**src/hdl/scpq_queue.sv**
```systemverilog
// ----------------------------------------------------------------------------
// scpq_queue
// Small register FIFO between the front and back ends.
// ----------------------------------------------------------------------------
module scpq_queue #(
  parameter int WIDTH = 8,
  parameter int DEPTH = 4
) (
  input  logic             clk,
  input  logic             rst_n,
  input  logic             push,
  input  logic [WIDTH-1:0] push_data,
  output logic             full,
  input  logic             pop,
  output logic [WIDTH-1:0] pop_data,
  output logic             empty
);

  localparam int AW = (DEPTH > 1) ? $clog2(DEPTH) : 1;
  localparam int CNTW = $clog2(DEPTH + 1);

  logic [WIDTH-1:0] mem_r [DEPTH];
  logic [AW-1:0]    wr_ptr_r;
  logic [AW-1:0]    rd_ptr_r;
  logic [CNTW-1:0]  count_r;

  assign full     = (count_r == CNTW'(DEPTH));
  assign empty    = (count_r == '0);
  assign pop_data = mem_r[rd_ptr_r];

  always_ff @(posedge clk) begin
    if (!rst_n) begin
      wr_ptr_r <= '0;
      rd_ptr_r <= '0;
      count_r  <= '0;
    end else begin
      if (push) begin
        wr_ptr_r <= (wr_ptr_r == AW'(DEPTH - 1)) ? '0 : wr_ptr_r + 1'b1;
      end
      if (pop) begin
        rd_ptr_r <= (rd_ptr_r == AW'(DEPTH - 1)) ? '0 : rd_ptr_r + 1'b1;
      end
      if (push && !pop) begin
        count_r <= count_r + 1'b1;
      end else if (pop && !push) begin
        count_r <= count_r - 1'b1;
      end
    end
  end

  always_ff @(posedge clk) begin
    if (push) begin
      mem_r[wr_ptr_r] <= push_data;
    end
  end

endmodule

```
**config.mk**
```make
export PLATFORM = sky130hd
export DESIGN_NAME = scpq_queue
export DESIGN_NICKNAME = d
export VERILOG_FILES = /design/src/hdl/scpq_queue.sv
export SDC_FILE = /design/constraint.sdc
export NUM_CORES = 1
export LEC_CHECK = 0
export BUFFER_PORTS_ARGS = -buffer_cell sky130_fd_sc_hd__buf_2
export CORE_ASPECT_RATIO = 1.5
export CORE_MARGIN = 4
export CORE_UTILIZATION = 50
export DETAILED_ROUTE_END_ITERATION = 16
export PLACE_DENSITY = 0.71
export SYNTH_ARGS = -nofsm -noshare
export SYNTH_HDL_FRONTEND = slang
export SYNTH_SLANG_ARGS = --single-unit
```
**constraint.sdc**
```tcl
create_clock -name clk -period 3.9 [get_ports clk]
set_input_delay 0.39 -clock clk [delete_from_list [all_inputs] [get_ports clk]]
set_output_delay 0.39 -clock clk [all_outputs]
set_load 0.1 [all_outputs]
```
After elaboration in Yosys (flattened, before gate mapping). Memories as Yosys holds them, arrays and structs flattened. A register that Yosys moved wholly into a read port is not among the register bits. Index checks and enable logic that the tools add are counted.

Add/subtract/negate cells: 4. Eq/ne operators: 3. Muxes and demuxes: 8. Reductions and logical operators: 6.

Operators by type and width (number): 2-to-1 mux 2 bit (4); 2-to-1 mux 3 bit (2); adder 2 x 1 -> 2 bit (second input constant) (2); == test 2 bit (second input constant) (2); adder 3 x 1 -> 3 bit (second input constant) (1); == test 3 bit (second input constant) (1); zero test 3 bit (1); subtractor 3 x 1 -> 3 bit (second input constant) (1); logical AND 1 bit (2); zero test 1 bit (2); 2-to-1 mux 1 bit (2); nonzero test 2 bit (1).

Register bits after elaboration: 7. Memory bits (writable): 32. Input bits: 12. Output and inout port bits: 10. Word-level logic and storage cells: 25. Memories kept: 1.

Memory list: mem_r (words 4, width 8, read ports 1, clocked after Yosys merged registers in 1, wr ports 1, line 22) `logic [WIDTH-1:0] mem_r [DEPTH];`.

Longest topological paths before layout.
Depth in word-level cells: 4. Gate-level depth with buffers: 7. Depth with buffers taken out: 7.

Worst setup path after synthesis. Ideal clock, no wire load.

Path kind: reg2out. Start point: register count_r[0]. End point: output full. Arrival time: 2553 ps. Required time: 3510 ps. Slack: 957 ps. Cell stages (with the launch flop): 2. Buffers on the path: 0. Cells stage by stage: dfxtp_1 -> nor3b_1.

Longest elaborated chain between the ends: 1.

RTL lines: start: declaration (line 25) `logic [CNTW-1:0] count_r;`; start signal: assignment (line 44) `count_r <= count_r + 1'b1;`; start signal: assignment (line 46) `count_r <= count_r - 1'b1;`; == test 3 bit (line 27) `assign full = (count_r == CNTW'(DEPTH));`; end: declaration (line 13) `output logic full,`.

Every way passes these cells.

==> flow_metrics.py <==
metrics = {
    "run_status": {
        "status": "finished, final reports clean",
    },
    "routing": {
        "drtAntennaViolNets": 0,
        "firstDrtPassIters": 4,
        "wire_per_inst_um": 15.2,
        "wl_um": 2320,
        "vias": 771,
        "drt_iter0_markers": 7,
        "drc": 0,
        "vias_per_cell": 5.04,
    },
    "final_layout": {
        "finalNetCount": 131,
        "fillCellCount": 268,
        "final_common_cell": "edfxtp_1",
        "multiInputGateArea_um2": 443,
        "final_cell_mix": "edfxtp_1, buf_2, dfxtp_1",
        "area_growth_pct": 13.7,
        "drive_gt1_share_pct": 31.9,
        "final_cells": 153,
        "diodes": 0,
        "regArea_um2": 1140,
    },
    "worst_setup_path": {
        "reg2reg_slack_ps": 2420,
        "crit_fanout": 8,
        "critPathKind": "flop to output pin",
        "max_stage_delay_ps": 650,
        "cp.required_ps": 3510,
        "crit_path_cell_trace": "mux4_2 > buf_2",
        "arrival_ps": 1810,
        "start_kind": "flop",
        "critPathSlowestCell": "dfxtp_1",
        "cp-end-kind": "output pin",
    },
    "pwr": {
        "power_density_nw_per_um2": 533,
        "power_frac_seq_pct": 52.7,
        "switching_share_pct": 31.3,
        "clkPwrFrac_pct": 26.1,
        "p_int_mw": 0.672,
        "ir_drop_mv": 0.393,
        "p_sw_mw": 0.306,
        "combPwrFrac_pct": 21.2,
        "p_leak_nw": 0.677,
    },
    "synth": {
        "synth_top_area_share_pct": 59.5,
        "syn_area_um2": 1620,
        "synthTopCellsByArea": "edfxtp_1, dfxtp_1, mux4_2",
        "synth_cells": 86,
        "ys_ff_latch": 41,
        "synth_area_leader_cell": "edfxtp_1",
        "synth.distinct_cells": 20,
        "synth-seq-area-share_pct": 70.6,
        "syn-num-nets": 105,
        "ys_warn_count": 0,
        "synth_area_per_cell_um2": 18.8,
    },
    "timing": {
        "fin_tns_setup_ps": 0,
        "final-hold-violation-count": 0,
        "skew_ps": 4.03,
        "setup_violations": 0,
        "post-route-period-util_pct": 56.4,
        "clock.fmax_mhz": 455,
        "worst_pin_slew_ps": 520,
        "drv_slew": 0,
        "relSlewSlack_pct": 65.3,
        "layout_min_cycle_time_ps": 2200,
        "rsz0062_at_grt": "false",
    },
    "place": {
        "dp_hpwl_um": 1740,
        "finalWeightedCongestion": 0.730,
        "numPortBuffers": 21,
        "dp_cells": 145,
    },
    "clocking": {
        "cts.clk_slew.worst_paths_ps": 70,
        "post_cts_buffers": 0,
        "htreeDepth": 2,
        "cts_made_buffers": 5,
        "cts_hold_buf": 0,
        "cts_sinks": 41,
        "post_cts_resize_count": 0,
        "cts_tree": "built",
        "insertion_delay_ps": 280,
        "cts_buffer_depth": 2,
        "cts-root-buf": "clkbuf_8",
    },
    "grt": {
        "grt_max_degree": 13,
        "grt_remaining_overflow": 0,
        "grt_pass1_vias": 810,
        "antenna_found_initial": 0,
        "grt_first_pass_wirelength_um": 3810,
        "track_usage_pct": 13.5,
    },
    "die": {
        "io-pin-count": 22,
        "dieArea_um2": 4220,
        "die-width_um": 54.4,
        "fp.dieH_um": 77.6,
        "start_util_pct": 51.6,
        "num_rows": 25,
        "core_um2": 3130,
    },
    "min_path": {
        "min_path_type": "input pin to flop",
    },
    "job": {
        "cap_violations": 0,
    },
}
==> cells in the mapped netlist <==
cell type and count:
xor2_1 1, o21ai_0 1, inv_1 4, nor3_1 2, and2_1 5, nor2b_1 5
ha_1 6, or3_1 1, xnor2_1 1, buf_6 1, mux4_2 8, dfxtp_1 9
o21a_1 1, edfxtp_1 32, mux2i_1 4, fa_1 1, nor3b_1 1, nor2_1 1
a21boi_1 1, clkbuf_2 1
==> routing by layer <==
metal  up-vias  track usage [%]  wire [um]
met5         -                0          0
li1        376                -          -
met1       370             14.2        855
met3         5             5.18        145
met2        20             21.7       1260
met4         0             8.23         65
==> stage by stage <==
stage / power, mW / hold WS (ps) / instance area (um^2) / util [%] / worst slack (ps)
finish: 0.978 / 313 / 1840 / 58.7 / 1700
global route: 1.02 / 310 / 1840 / 58.7 / 1590
CTS: 0.988 / 304 / 1840 / 58.7 / 1650
detailed placement: 0.734 / 508 / 1750 / 56.1 / 1970
global placement: 0.730 / 477 / 1750 / 56.1 / 1990
floorplan: 0.699 / 465 / 1620 / - / 957
==> power by group through the flow <==
stage / clock network (mW) / logic [mW] / registers [mW]
global route: 0.283 / 0.219 / 0.519
global placement: 0 / 0.206 / 0.524
detailed placement: 0 / 0.208 / 0.526
CTS: 0.262 / 0.209 / 0.516
floorplan: 0 / 0.182 / 0.516
finish: 0.255 / 0.207 / 0.516
==> layout make-up <==
cell class                 instances  share of cell area, %
sequential                        41                   62.1
multi-input combinational         39                   24.1
tap                               40                   2.72
clock buffer                       6                   3.95
clock inverter                     2                  0.545
inverter                           4                  0.817
timing repair buffer              21                   5.72
==> logic make-up after synthesis <==
logic type | synth area share, %
buffers and inverters | 1.94
xor gates and xnor gates | 1.08
DFF | 70.6
adders and majority gates | 5.89
AOI/OAI and AO/OA | 1.24
and+or+nand+nor | 5.58
muxes | 13.6
==> state kept, by name, summed over array words and instances (netlist names), named ones only <==
register  flops
wr_ptr_r      2
count_r       3
mem_r        32
rd_ptr_r      2
==> worst paths after layout <==
path                                start  cells after the start                       to
setup / recovery                     flop                      2              pop_data[0]
hold / removal               push_data[0]                      1    mem_r[2][0]$_DFFE_PP_
setup reg to reg  count_r[0]$_SDFFE_PN0P_                      4  count_r[2]$_SDFFE_PN0P_
hold reg to reg   count_r[2]$_SDFFE_PN0P_                      2  count_r[2]$_SDFFE_PN0P_
==> worst max-delay path, delay by kind of cell, from the launching register on <==
family / cells / cell delay (ps)
buffers and inverters: 1 / 310
muxes: 1 / 570
DFF: 1 / 650
No activity file was read; power rests on OpenSTA's default activity.
